`src/hdl/four_port_pad_multiplexer_unit_macros.svh`:
```
// ----------------------------------------------------------------------------
// four_port_pad_multiplexer_unit_macros
// assertion helpers for the pad multiplexer
// ----------------------------------------------------------------------------
`ifndef FOUR_PORT_PAD_MULTIPLEXER_UNIT_MACROS_SVH
`define FOUR_PORT_PAD_MULTIPLEXER_UNIT_MACROS_SVH

// same-cycle implication, held off during reset
`define FPPM_ASSERT_NOW(lbl, ante, cons, msg) \
	lbl: assert property (@(posedge clk) disable iff (!arst_n) (ante) |-> (cons)) \
		else $error(msg);

// next-cycle implication, held off during reset
`define FPPM_ASSERT_NEXT(lbl, ante, cons, msg) \
	lbl: assert property (@(posedge clk) disable iff (!arst_n) (ante) |=> (cons)) \
		else $error(msg);

`endif

```
`src/hdl/fppm_pkg.sv`:
```
// ----------------------------------------------------------------------------
// fppm_pkg
// shared types and constants of the pad multiplexer
// ----------------------------------------------------------------------------
`default_nettype none
package fppm_pkg;

	localparam int SLOTS = 4;
	localparam int BYTES_PER_SLOT = 8;
	localparam int BUF_LEN = SLOTS * BYTES_PER_SLOT;
	localparam int SLOT_W = $clog2(SLOTS);
	localparam int STEP_W = $clog2(BUF_LEN);
	localparam int BPOS_W = $clog2(BYTES_PER_SLOT);
	localparam int QDEPTH = 4;
	localparam int QPTR_W = $clog2(QDEPTH);

	localparam logic [1:0] KIND_HOST = 2'd0;
	localparam logic [1:0] KIND_REPLY = 2'd1;
	localparam logic [1:0] KIND_END = 2'd2;

	localparam logic RK_ANSWER = 1'b0;
	localparam logic RK_REQUEST = 1'b1;

	localparam logic CFG_ID = 1'b0;
	localparam logic CFG_STATUS = 1'b1;

	localparam logic [7:0] BYTE_CARD_SEL = 8'h81;
	localparam logic [7:0] BYTE_PAD_SEL = 8'h01;
	localparam logic [7:0] BYTE_CMD = 8'h42;
	localparam logic [7:0] BYTE_PAD_REQ = 8'h00;
	localparam logic [7:0] BYTE_FILL = 8'hFF;
	localparam logic [3:0] HI_CARD = 4'h8;
	localparam logic [3:0] HI_PAD = 4'h0;
	localparam logic [7:0] ID_RESET = 8'h80;
	localparam logic [7:0] STATUS_RESET = 8'h5A;

	typedef enum logic [2:0] {
		M_IDLE = 3'd0,
		M_CARD = 3'd1,
		M_CMD = 3'd2,
		M_SINGLE = 3'd3,
		M_ALL = 3'd4
	} mode_t;

	typedef enum logic [2:0] {
		P_NONE = 3'd0,
		P_CARD_SEL = 3'd1,
		P_PAD_SEL = 3'd2,
		P_CARD = 3'd3,
		P_CMD = 3'd4,
		P_REQ = 3'd5,
		P_SINGLE = 3'd6,
		P_ALL = 3'd7
	} pend_t;

	// one queued job: a single answer, a single request, or a broadcast
	// (requests to every slot but slot, then an answer)
	typedef struct packed {
		logic bcast;
		logic req;
		logic card;
		logic [SLOT_W-1:0] slot;
		logic [7:0] data;
		logic expect_rep;
		logic ack;
	} entry_t;

	typedef struct packed {
		logic kind;
		logic [7:0] host_data;
		logic host_ack;
		logic card;
		logic [1:0] slot;
		logic [7:0] dev_byte;
		logic expect_rep;
		logic last;
	} result_t;

	function automatic logic [1:0] slot2(input logic [SLOT_W-1:0] s);
		logic [SLOT_W+1:0] w;
		w = {2'b00, s};
		return w[1:0];
	endfunction

endpackage
`default_nettype wire

```
`src/hdl/fppm_front.sv`:
```
// ----------------------------------------------------------------------------
// fppm_front
// accepts input beats, runs the protocol state and emits queue jobs
// ----------------------------------------------------------------------------
`default_nettype none
module fppm_front (
	input wire logic clk,
	input wire logic arst_n,
	input wire logic cfg_we,
	input wire logic cfg_index,
	input wire logic [7:0] cfg_data,
	input wire logic acc,
	input wire logic [1:0] kind,
	input wire logic [7:0] data_byte,
	input wire logic reply_ack,
	output logic push,
	output fppm_pkg::entry_t push_entry
);

	fppm_pkg::mode_t mode_q, mode_n;
	fppm_pkg::pend_t pend_q, pend_n;
	logic [fppm_pkg::SLOT_W-1:0] slot_q, slot_n;
	logic [fppm_pkg::STEP_W-1:0] step_q, step_n;
	logic [fppm_pkg::BPOS_W-1:0] bpos_q, bpos_n;
	logic amq_q, amq_n;
	logic bad_q, bad_n;
	logic sfin_q, sfin_n;
	logic [7:0] id_q, status_q;
	logic [7:0] buf_q [fppm_pkg::BUF_LEN];

	logic buf_we;
	logic [7:0] buf_wd;
	logic [7:0] buf_rd;
	logic has_res;
	fppm_pkg::entry_t ent;

	// streaming position advance
	logic [fppm_pkg::STEP_W:0] step_inc;
	logic [fppm_pkg::BPOS_W:0] bpos_inc;
	logic adv_bwrap;
	logic [fppm_pkg::STEP_W-1:0] adv_step;
	logic [fppm_pkg::BPOS_W-1:0] adv_bpos;
	logic [fppm_pkg::SLOT_W-1:0] adv_slot;
	logic adv_ack;
	logic [3:0] nib;
	logic [fppm_pkg::SLOT_W-1:0] nslot;
	logic nib_ok;

	assign buf_rd = buf_q[step_q];

	always_comb begin
		step_inc = {1'b0, step_q} + 1'b1;
		bpos_inc = {1'b0, bpos_q} + 1'b1;
		adv_bwrap = (bpos_inc == (fppm_pkg::BPOS_W+1)'(fppm_pkg::BYTES_PER_SLOT));
		adv_bpos = adv_bwrap ? '0 : bpos_inc[fppm_pkg::BPOS_W-1:0];
		adv_step = (step_inc >= (fppm_pkg::STEP_W+1)'(fppm_pkg::BUF_LEN)) ? '0
			: step_inc[fppm_pkg::STEP_W-1:0];
		adv_slot = slot_q;
		adv_ack = 1'b1;
		if (adv_bwrap) begin
			if (slot_q == fppm_pkg::SLOT_W'(fppm_pkg::SLOTS - 1)) begin
				adv_slot = '0;
				adv_ack = 1'b0;
			end else begin
				adv_slot = slot_q + fppm_pkg::SLOT_W'(1);
			end
		end
	end

	assign nib = data_byte[3:0];
	assign nib_ok = (nib >= 4'd1) && (nib <= 4'(fppm_pkg::SLOTS));
	assign nslot = fppm_pkg::SLOT_W'(nib - 4'd1);

	always_comb begin
		mode_n = mode_q;
		pend_n = pend_q;
		slot_n = slot_q;
		step_n = step_q;
		bpos_n = bpos_q;
		amq_n = amq_q;
		bad_n = bad_q;
		sfin_n = sfin_q;
		buf_we = 1'b0;
		buf_wd = fppm_pkg::BYTE_FILL;
		has_res = 1'b0;
		ent = '0;
		case (kind)
			fppm_pkg::KIND_HOST: begin
				pend_n = fppm_pkg::P_NONE;
				has_res = 1'b1;
				case (mode_q)
					fppm_pkg::M_CARD: begin
						pend_n = fppm_pkg::P_CARD;
						ent.req = 1'b1;
						ent.card = 1'b1;
						ent.slot = slot_q;
						ent.data = data_byte;
						ent.expect_rep = 1'b1;
					end
					fppm_pkg::M_CMD: begin
						if (step_q == '0) begin
							step_n = fppm_pkg::STEP_W'(1);
							bpos_n = fppm_pkg::BPOS_W'(1);
							if (amq_q) begin
								bad_n = (data_byte != fppm_pkg::BYTE_CMD);
								ent.data = id_q;
								ent.ack = 1'b1;
							end else begin
								pend_n = fppm_pkg::P_CMD;
								ent.req = 1'b1;
								ent.slot = slot_q;
								ent.data = data_byte;
								ent.expect_rep = 1'b1;
							end
						end else begin
							step_n = '0;
							bpos_n = '0;
							amq_n = data_byte[0];
							if (amq_q) begin
								slot_n = '0;
								mode_n = fppm_pkg::M_ALL;
								ent.data = status_q;
								ent.ack = !bad_q;
							end else begin
								mode_n = fppm_pkg::M_SINGLE;
								pend_n = fppm_pkg::P_REQ;
								ent.req = 1'b1;
								ent.slot = slot_q;
								ent.data = fppm_pkg::BYTE_PAD_REQ;
								ent.expect_rep = 1'b1;
							end
						end
					end
					fppm_pkg::M_SINGLE: begin
						pend_n = fppm_pkg::P_SINGLE;
						ent.req = 1'b1;
						ent.slot = slot_q;
						ent.data = data_byte;
						ent.expect_rep = 1'b1;
					end
					fppm_pkg::M_ALL: begin
						if (sfin_q) begin
							buf_we = 1'b1;
							buf_wd = fppm_pkg::BYTE_FILL;
							step_n = adv_step;
							bpos_n = adv_bpos;
							slot_n = adv_slot;
							if (adv_bwrap) begin
								sfin_n = 1'b0;
							end
							ent.data = buf_rd;
							ent.ack = adv_ack;
						end else begin
							pend_n = fppm_pkg::P_ALL;
							ent.req = 1'b1;
							ent.slot = slot_q;
							ent.data = data_byte;
							ent.expect_rep = 1'b1;
						end
					end
					default: begin
						if (data_byte[7:4] == fppm_pkg::HI_CARD && nib_ok) begin
							slot_n = nslot;
							pend_n = fppm_pkg::P_CARD_SEL;
							ent.req = 1'b1;
							ent.card = 1'b1;
							ent.slot = nslot;
							ent.data = fppm_pkg::BYTE_CARD_SEL;
							ent.expect_rep = 1'b1;
						end else if (data_byte[7:4] == fppm_pkg::HI_PAD && nib_ok) begin
							slot_n = nslot;
							pend_n = fppm_pkg::P_PAD_SEL;
							ent.req = 1'b1;
							ent.slot = nslot;
							ent.data = fppm_pkg::BYTE_PAD_SEL;
							ent.expect_rep = 1'b1;
						end else begin
							ent.data = fppm_pkg::BYTE_FILL;
							ent.ack = 1'b0;
						end
					end
				endcase
			end
			fppm_pkg::KIND_REPLY: begin
				pend_n = fppm_pkg::P_NONE;
				ent.data = data_byte;
				ent.ack = reply_ack;
				has_res = (pend_q != fppm_pkg::P_NONE);
				case (pend_q)
					fppm_pkg::P_CARD_SEL: begin
						if (reply_ack) begin
							mode_n = fppm_pkg::M_CARD;
						end
					end
					fppm_pkg::P_PAD_SEL: begin
						if (reply_ack) begin
							mode_n = fppm_pkg::M_CMD;
							ent.bcast = amq_q;
							ent.slot = slot_q;
						end
					end
					fppm_pkg::P_CARD, fppm_pkg::P_SINGLE: begin
						if (!reply_ack) begin
							mode_n = fppm_pkg::M_IDLE;
						end
					end
					fppm_pkg::P_ALL: begin
						buf_we = 1'b1;
						buf_wd = data_byte;
						step_n = adv_step;
						bpos_n = adv_bpos;
						slot_n = adv_slot;
						sfin_n = adv_bwrap ? 1'b0 : !reply_ack;
						ent.data = buf_rd;
						ent.ack = adv_ack;
					end
					default: begin
					end
				endcase
			end
			fppm_pkg::KIND_END: begin
				mode_n = fppm_pkg::M_IDLE;
				slot_n = '0;
				step_n = '0;
				bpos_n = '0;
				sfin_n = 1'b0;
				pend_n = fppm_pkg::P_NONE;
			end
			default: begin
			end
		endcase
	end

	assign push = acc && has_res;
	assign push_entry = ent;

	always_ff @(posedge clk or negedge arst_n) begin
		if (!arst_n) begin
			mode_q <= fppm_pkg::M_IDLE;
			pend_q <= fppm_pkg::P_NONE;
			slot_q <= '0;
			step_q <= '0;
			bpos_q <= '0;
			amq_q <= 1'b0;
			bad_q <= 1'b0;
			sfin_q <= 1'b0;
		end else if (acc) begin
			mode_q <= mode_n;
			pend_q <= pend_n;
			slot_q <= slot_n;
			step_q <= step_n;
			bpos_q <= bpos_n;
			amq_q <= amq_n;
			bad_q <= bad_n;
			sfin_q <= sfin_n;
		end
	end

	always_ff @(posedge clk or negedge arst_n) begin
		if (!arst_n) begin
			id_q <= fppm_pkg::ID_RESET;
			status_q <= fppm_pkg::STATUS_RESET;
		end else if (cfg_we) begin
			case (cfg_index)
				fppm_pkg::CFG_ID: id_q <= cfg_data;
				fppm_pkg::CFG_STATUS: status_q <= cfg_data;
				default: begin
				end
			endcase
		end
	end

	// reply buffer, one byte written per streamed beat
	always_ff @(posedge clk or negedge arst_n) begin
		if (!arst_n) begin
			for (int i = 0; i < fppm_pkg::BUF_LEN; i++) begin
				buf_q[i] <= fppm_pkg::BYTE_FILL;
			end
		end else if (acc && buf_we) begin
			buf_q[step_q] <= buf_wd;
		end
	end

endmodule
`default_nettype wire

```
`src/hdl/fppm_queue.sv`:
```
// ----------------------------------------------------------------------------
// fppm_queue
// short job queue between front and back
// ----------------------------------------------------------------------------
`default_nettype none
module fppm_queue (
	input wire logic clk,
	input wire logic arst_n,
	input wire logic push,
	input wire fppm_pkg::entry_t push_entry,
	input wire logic pop,
	output logic full,
	output logic valid,
	output fppm_pkg::entry_t head
);

	fppm_pkg::entry_t mem_q [fppm_pkg::QDEPTH];
	logic [fppm_pkg::QPTR_W-1:0] wr_q, rd_q;
	logic [fppm_pkg::QPTR_W:0] cnt_q;

	assign full = (cnt_q == (fppm_pkg::QPTR_W+1)'(fppm_pkg::QDEPTH));
	assign valid = (cnt_q != '0);
	assign head = mem_q[rd_q];

	always_ff @(posedge clk or negedge arst_n) begin
		if (!arst_n) begin
			wr_q <= '0;
			rd_q <= '0;
			cnt_q <= '0;
		end else begin
			if (push) begin
				wr_q <= wr_q + 1'b1;
			end
			if (pop) begin
				rd_q <= rd_q + 1'b1;
			end
			if (push && !pop) begin
				cnt_q <= cnt_q + 1'b1;
			end else if (pop && !push) begin
				cnt_q <= cnt_q - 1'b1;
			end
		end
	end

	always_ff @(posedge clk) begin
		if (push) begin
			mem_q[wr_q] <= push_entry;
		end
	end

endmodule
`default_nettype wire

```
`src/hdl/fppm_back.sv`:
```
// ----------------------------------------------------------------------------
// fppm_back
// expands queued jobs into result beats into the output register
// ----------------------------------------------------------------------------
`default_nettype none
module fppm_back (
	input wire logic clk,
	input wire logic arst_n,
	input wire logic q_valid,
	input wire fppm_pkg::entry_t q_head,
	output logic pop,
	output logic out_valid,
	input wire logic out_ready,
	output fppm_pkg::result_t out_res
);

	logic [fppm_pkg::SLOT_W-1:0] k_q;
	logic valid_q;
	fppm_pkg::result_t res_q, res_n;
	logic load;
	logic final_beat;
	logic [fppm_pkg::SLOT_W-1:0] tgt;

	assign load = !valid_q || out_ready;
	assign final_beat = !q_head.bcast || (k_q == fppm_pkg::SLOT_W'(fppm_pkg::SLOTS - 1));
	assign pop = load && q_valid && final_beat;
	// broadcast skips the selected slot
	assign tgt = (k_q < q_head.slot) ? k_q : k_q + fppm_pkg::SLOT_W'(1);

	always_comb begin
		res_n = '0;
		if (q_head.bcast && !final_beat) begin
			res_n.kind = fppm_pkg::RK_REQUEST;
			res_n.slot = fppm_pkg::slot2(tgt);
			res_n.dev_byte = fppm_pkg::BYTE_PAD_SEL;
		end else if (q_head.req) begin
			res_n.kind = fppm_pkg::RK_REQUEST;
			res_n.card = q_head.card;
			res_n.slot = fppm_pkg::slot2(q_head.slot);
			res_n.dev_byte = q_head.data;
			res_n.expect_rep = q_head.expect_rep;
			res_n.last = 1'b1;
		end else begin
			res_n.kind = fppm_pkg::RK_ANSWER;
			res_n.host_data = q_head.data;
			res_n.host_ack = q_head.ack;
			res_n.last = 1'b1;
		end
	end

	always_ff @(posedge clk or negedge arst_n) begin
		if (!arst_n) begin
			valid_q <= 1'b0;
			k_q <= '0;
		end else if (load) begin
			valid_q <= q_valid;
			if (q_valid) begin
				k_q <= final_beat ? '0 : k_q + fppm_pkg::SLOT_W'(1);
			end
		end
	end

	always_ff @(posedge clk) begin
		if (load && q_valid) begin
			res_q <= res_n;
		end
	end

	assign out_valid = valid_q;
	assign out_res = res_q;

endmodule
`default_nettype wire

```
`src/hdl/four_port_pad_multiplexer_unit.sv`:
```
// The pad multiplexer takes one input beat per clock while its job queue
// (four entries) has room, and the back end sends one result beat per clock
// from its output register while m_tready is high. A host byte or a device
// reply to a pending request gives one result, a controller select
// acknowledged in all-controllers mode gives SLOTS results; the back-end
// expander, one beat per cycle while its output is taken, sets the sustained
// rate. The reply buffer is cleared by reset, with no clearing pass.
// ----------------------------------------------------------------------------
// four_port_pad_multiplexer_unit
// routes host serial bytes to controller and memory card ports
// ----------------------------------------------------------------------------
`default_nettype none
`include "four_port_pad_multiplexer_unit_macros.svh"
module four_port_pad_multiplexer_unit (
	input wire logic clk,
	input wire logic arst_n,
	input wire logic cfg_we,
	input wire logic cfg_index,
	input wire logic [7:0] cfg_data,
	input wire logic s_tvalid,
	output logic s_tready,
	input wire logic [15:0] s_tdata, // data_byte[7:0], reply_ack[8], zero pad
	input wire logic [1:0] s_tuser, // kind[1:0]
	output logic m_tvalid,
	input wire logic m_tready,
	// host_data[7:0], host_ack[8], device_is_card[9], device_slot[11:10],
	// device_byte[19:12], reply_expected[20], zero pad
	output logic [23:0] m_tdata,
	output logic m_tuser, // result_kind
	output logic m_tlast
);

	logic acc;
	logic push, pop, q_full, q_valid;
	fppm_pkg::entry_t push_entry, q_head;
	fppm_pkg::result_t res;

	assign s_tready = !q_full;
	assign acc = s_tvalid && s_tready;

	fppm_front u_front (
		.clk(clk),
		.arst_n(arst_n),
		.cfg_we(cfg_we),
		.cfg_index(cfg_index),
		.cfg_data(cfg_data),
		.acc(acc),
		.kind(s_tuser),
		.data_byte(s_tdata[7:0]),
		.reply_ack(s_tdata[8]),
		.push(push),
		.push_entry(push_entry)
	);

	fppm_queue u_queue (
		.clk(clk),
		.arst_n(arst_n),
		.push(push),
		.push_entry(push_entry),
		.pop(pop),
		.full(q_full),
		.valid(q_valid),
		.head(q_head)
	);

	fppm_back u_back (
		.clk(clk),
		.arst_n(arst_n),
		.q_valid(q_valid),
		.q_head(q_head),
		.pop(pop),
		.out_valid(m_tvalid),
		.out_ready(m_tready),
		.out_res(res)
	);

	assign m_tdata = {3'b000, res.expect_rep, res.dev_byte, res.slot, res.card,
		res.host_ack, res.host_data};
	assign m_tuser = res.kind;
	assign m_tlast = res.last;

	`FPPM_ASSERT_NOW(a_answer_last, m_tvalid && (m_tuser == fppm_pkg::RK_ANSWER), m_tlast,
		"host answer not marked last")
	`FPPM_ASSERT_NOW(a_expect_last, m_tvalid && m_tdata[20], m_tlast,
		"expected reply on a non-final beat")
	`FPPM_ASSERT_NOW(a_req_no_host, m_tvalid && (m_tuser == fppm_pkg::RK_REQUEST),
		m_tdata[8:0] == 9'd0, "device request carries host fields")
	`FPPM_ASSERT_NEXT(a_bcast_cont, m_tvalid && m_tready && !m_tlast, m_tvalid,
		"broadcast run broken")

endmodule
`default_nettype wire
```
`config.mk`:
```
export PLATFORM = sky130hd
export DESIGN_NAME = four_port_pad_multiplexer_unit
export DESIGN_NICKNAME = d
export VERILOG_FILES = /design/src/hdl/fppm_pkg.sv /design/src/hdl/fppm_front.sv /design/src/hdl/fppm_queue.sv /design/src/hdl/fppm_back.sv /design/src/hdl/four_port_pad_multiplexer_unit.sv
export VERILOG_INCLUDE_DIRS = /design/src /design/src/hdl
export SDC_FILE = /design/constraint.sdc
export NUM_CORES = 1
export LEC_CHECK = 0
export ABC_AREA = 1
export BUFFER_PORTS_ARGS = -buffer_cell sky130_fd_sc_hd__buf_2
export CAP_MARGIN = 10
export CORE_MARGIN = 2
export CORE_UTILIZATION = 45
export CTS_CLUSTER_SIZE = 28
export DETAILED_ROUTE_END_ITERATION = 8
export REMOVE_ABC_BUFFERS = 1
export SLEW_MARGIN = 20
export SYNTH_ARGS = -nofsm -noshare
export SYNTH_HDL_FRONTEND = slang
export SYNTH_SLANG_ARGS = --single-unit
```
`constraint.sdc`:
```
create_clock -name clk -period 6.5 [get_ports clk]
set_clock_uncertainty 0.15 [all_clocks]
set_input_delay 1.3 -clock clk [delete_from_list [all_inputs] [get_ports clk]]
set_output_delay 1.3 -clock clk [all_outputs]
set_load 0.005 [all_outputs]
```
==> results.txt <==
In the routed design, unresolved DRC markers number 0. The number of levels in the clock H-tree came out at 2. For this block, the routed nets add up to 46.7 mm of wire. For the finished layout, the period the worst path requires is 4.05 ns. The repair_antennas step left the layout with diodes totalling 0. The setup violation total in the final timing report is 0. For this design, the CTS-stage hold fixing added 0 buffers. The largest net degree at the start of global routing is 124. The global-route wire length before repair came out at 75.6 mm.

After synthesis the netlist holds a flip-flop and latch count of 380. The worst setup path is captured at a flop. The source of the worst register-to-register timing path is u_front.step_q[0]$_DFFE_PN0P_. The commonest register cell after synthesis is dfstp_2. The routed via count came out at ~15k. The post-route setup TNS came out at 0 ns.

The average instance area after synthesis came out at 8.25 um^2. The via count normalized by instance count is 4.98. The leakage power of the design came out at 9.57 nW. The worst vdd rail ir drop came out at between 0.0002 and 0.00025 V. The net count reported at finish is 2406. The overall die height came out at 212 um. The tool flagged a number of max-cap violations equal to 0.

The count of final max-slew check failures came out at 0. The number of buffer cells added on primary ports is a little under 50. The final critical path takes up between 60 and 70% of the cycle. STA classifies the critical path startpoint as a flop. The fraction of registers with async set or reset after synthesis is between 70% and 80%. The Yosys warning count is 0. The insertion delay to the later sink of the worst-skew pair came out at between 0.5 and 0.6 ns. Once detail routing completed, the nets flagged for antenna violations numbered 0. The arrival time at the worst endpoint came out at 4.18 ns. Of the cells placed in the final design, the portion with a size suffix greater than 1 is ~22%. The number of design-rule violations left by the first detailed-router iteration came out at 1217.

The total clock sinks is 380. Counting every instance in the synthesized netlist gives about 2.4k. The flow ran to the end, and the final reports show no timing, DRC or antenna violations. The smallest setup slack after layout came out at 2.45 ns.

The setup slack on the worst flop-to-flop path came out at 2.45 ns. The remaining global-route overflow is 0. During I/O placement, the number of pins put on the boundary was 60. The number of endpoints with negative hold slack in the final report is 0.

The via count of the first global-routing pass came out at 14.0k. The area of the die came out at 44900 um^2. The die outline width came out at 212 um. The congestion estimate from routability-driven global placement came to ~0.86.

The HPWL after detailed placement is 28.9 mm. Hold timing on the final database bottoms out at a slack of 0.320 ns. The fill cell instance count of the final layout came out at 4028. The number of setup buffers added after CTS came out at 0.

The setup slack after placement came out at 2.51 ns. The power density relative to cell area came out at around 350 nW/um^2. Before antenna repair, the detailed router went through 5 iterations. The normalized max-slew margin is 26.1%. In this run the worst path has a maximum fanout of 81. The placed standard-cell area came out at around 20000 um^2. The most critical setup path has its startpoint at u_front.step_q[0]$_DFFE_PN0P_.

The clock-pin transition on the worst setup and hold timing paths came out at 0.06 ns. TritonCTS built the clock tree. The initial utilization of the core area, before any placement, comes to 45.3%. In this run the cell area of the synthesized design comes to 19400 um^2. The number of flops mapped to enable cells by yosys came out at ~80. The routed length per placed instance came out at 15.7 um. The number of gates resized after CTS was 0. The data required time of the critical path is 6.64 ns. The total global routing track utilization is 21.4%. The sequential area share after synthesis is 52.6%. The achievable clock frequency is about 0.25 GHz. The number of library cell types mapped by synthesis came out at 42. The clock passes through at most 3 buffers. The transition time at the pin with the least slew margin came out at 1.11 ns.

The post-synthesis to final-layout area growth came out at 11.2%. The depth of the worst register-to-register path came out at 12. The number of antenna violations at the first check in global routing came out at 0. The tightest min-delay check is of the reg2reg type. By startpoint and endpoint, the worst setup path is classified as reg2reg. The floorplan has between 70 and 80 rows. The post-route standard cell area excluding fillers is 21600 um^2. The buffer type at the clock tree root is clkbuf_16. Setup repair after global routing left no endpoint under its margin. The area of the core came out at 42900 um^2. The number of buffers inserted during clock tree synthesis is 43. The most critical setup path has its endpoint at u_queue.mem_q[0][8]$_DFFE_PP_. The worst reg2reg path endpoint is u_queue.mem_q[0][8]$_DFFE_PP_.

Cells fill 50.4% of the core in the end.
[critical path, stage by stage, from the launching register on]
cell	delay, ns
dfrtp_4	0.81
clkinv_2	0.11
buf_4	0.76
buf_4	0.65
nand2_1	0.10
nand3_1	0.11
nand2_1	0.12
nand2_1	0.08
nand2_1	0.05
nor2_1	0.25
nand2_1	0.20
a21boi_0	0.21
nand2_1	0.15
[per-layer routing]
layer | part of all wire (%) | wire length, um | track usage, %
met1 | 47 | 21700 | 29.7
met2 | 46 | 21600 | 34.9
met4 | 2.6 | 1200 | 7.09
met5 | 0 | 0 | 0
met3 | 4.5 | 2100 | 2.70
[Yosys cell counts (2+ instances only)]
| cell | count | share of area, % |
|---|---|---|
| o22ai_1 | 15 | 0.48 |
| a32o_1 | 8 | 0.41 |
| dfrtp_1 | 40 | 5.1 |
| nand4_1 | 3 | 0.097 |
| buf_1 | 13 | 0.25 |
| clkbuf_1 | 62 | 1.2 |
| nand3_1 | 125 | 3.2 |
| a22oi_1 | 2 | 0.077 |
| o211ai_1 | 2 | 0.077 |
| nand2_2 | 2 | 0.064 |
| a21boi_0 | 5 | 0.19 |
| o21ai_1 | 132 | 3.4 |
| o21ai_2 | 60 | 2.7 |
| nor2_1 | 117 | 2.3 |
| a21oi_1 | 34 | 0.88 |
| nor3_1 | 9 | 0.23 |
| nand3b_1 | 3 | 0.12 |
| buf_6 | 30 | 1.7 |
| nand2_1 | 830 | 16 |
| buf_4 | 5 | 0.19 |
| inv_1 | 292 | 5.6 |
| xor2_1 | 4 | 0.18 |
| dfstp_2 | 261 | 35 |
| edfxtp_1 | 79 | 12 |
| o21ai_0 | 149 | 3.8 |
| buf_2 | 13 | 0.33 |
| ha_1 | 20 | 1.3 |
| nor2_8 | 4 | 0.41 |
| a31oi_1 | 2 | 0.064 |
| nand2_4 | 25 | 1.4 |
[layout make-up]
class,count,area [um^2],area share (%)
inverters,294,1100,5.11
multi-input cells,1563,7500,34.7
clock buffers,62,1300,6.01
repair buffers,71,505,2.34
flip-flops and latches,380,10200,47.3
well taps,585,732,3.39
clock inverters,17,241,1.12
[kinds of logic after synthesis]
group,count (synthesis),synth area share (%)
AO/OA/AOI/OAI,413,12.3
other,1,0.0193
AND/OR/NAND/NOR,1121,24.0
flip-flops,380,52.6
adder cells (fa/ha/maj),21,1.39
XOR/XNOR,5,0.225
buffers and inverters,417,9.39
[metrics by stage]
step,instances,total power [mW]
after floorplan,2237,4.35
after global placement,2889,4.91
after detailed placement,2890,4.94
after CTS,2969,7.57
after global routing,2972,7.97
final,2972,7.50
[power by group]
group,leakage (nW),switching (mW),internal [mW]
registers,3.95,0.177,2.75
clock network,0.757,1.00,1.60
logic,4.87,1.35,0.631
total,9.57,2.53,4.98
[cell usage in the layout (no fill, tap or decap), types with 6 or more instances in the layout]
master and instances:
ha_1 20, buf_4 17, o21ai_1 132, dfrtp_1 38
nand2_1 830, nand2_4 25, buf_2 48, clkbuf_16 45
a21oi_1 34, a32o_1 8, dfstp_2 261, nand3_1 125
o22ai_1 15, clkbuf_8 11, clkinv_2 7, o21ai_0 149
clkbuf_1 6, nor2_4 8, o21ai_2 60, nor2_1 109
inv_1 291, edfxtp_1 79
[worst min path at each step]
stage                                        start                             end  slack, ns  cells after the start
global placement    u_front.buf_q[136]$_DFFE_PN1P_  u_front.buf_q[136]$_DFFE_PN1P_       0.31                      2
finish              u_front.buf_q[112]$_DFFE_PN1P_  u_front.buf_q[112]$_DFFE_PN1P_       0.32                      2
CTS                 u_front.buf_q[176]$_DFFE_PN1P_  u_front.buf_q[176]$_DFFE_PN1P_       0.32                      2
floorplan              u_front.id_q[1]$_DFFE_PN0P_     u_front.id_q[1]$_DFFE_PN0P_       0.30                      2
detailed placement  u_front.buf_q[176]$_DFFE_PN1P_  u_front.buf_q[176]$_DFFE_PN1P_       0.31                      2
global route        u_front.buf_q[239]$_DFFE_PN1P_  u_front.buf_q[239]$_DFFE_PN1P_       0.33                      2
[registers in the layout, summed over array words and instances (netlist names), 3 cells and up]
name              count
u_front.mode_q        3
u_back.out_res       23
u_queue.mem_q        56
u_queue.cnt_q         3
u_front.pend_q        3
u_front.status_q      8
u_front.id_q          8
u_front.bpos_q        3
u_front.step_q        5
u_front.buf_q       256
Note: power is estimated with default switching activity, not from simulation.
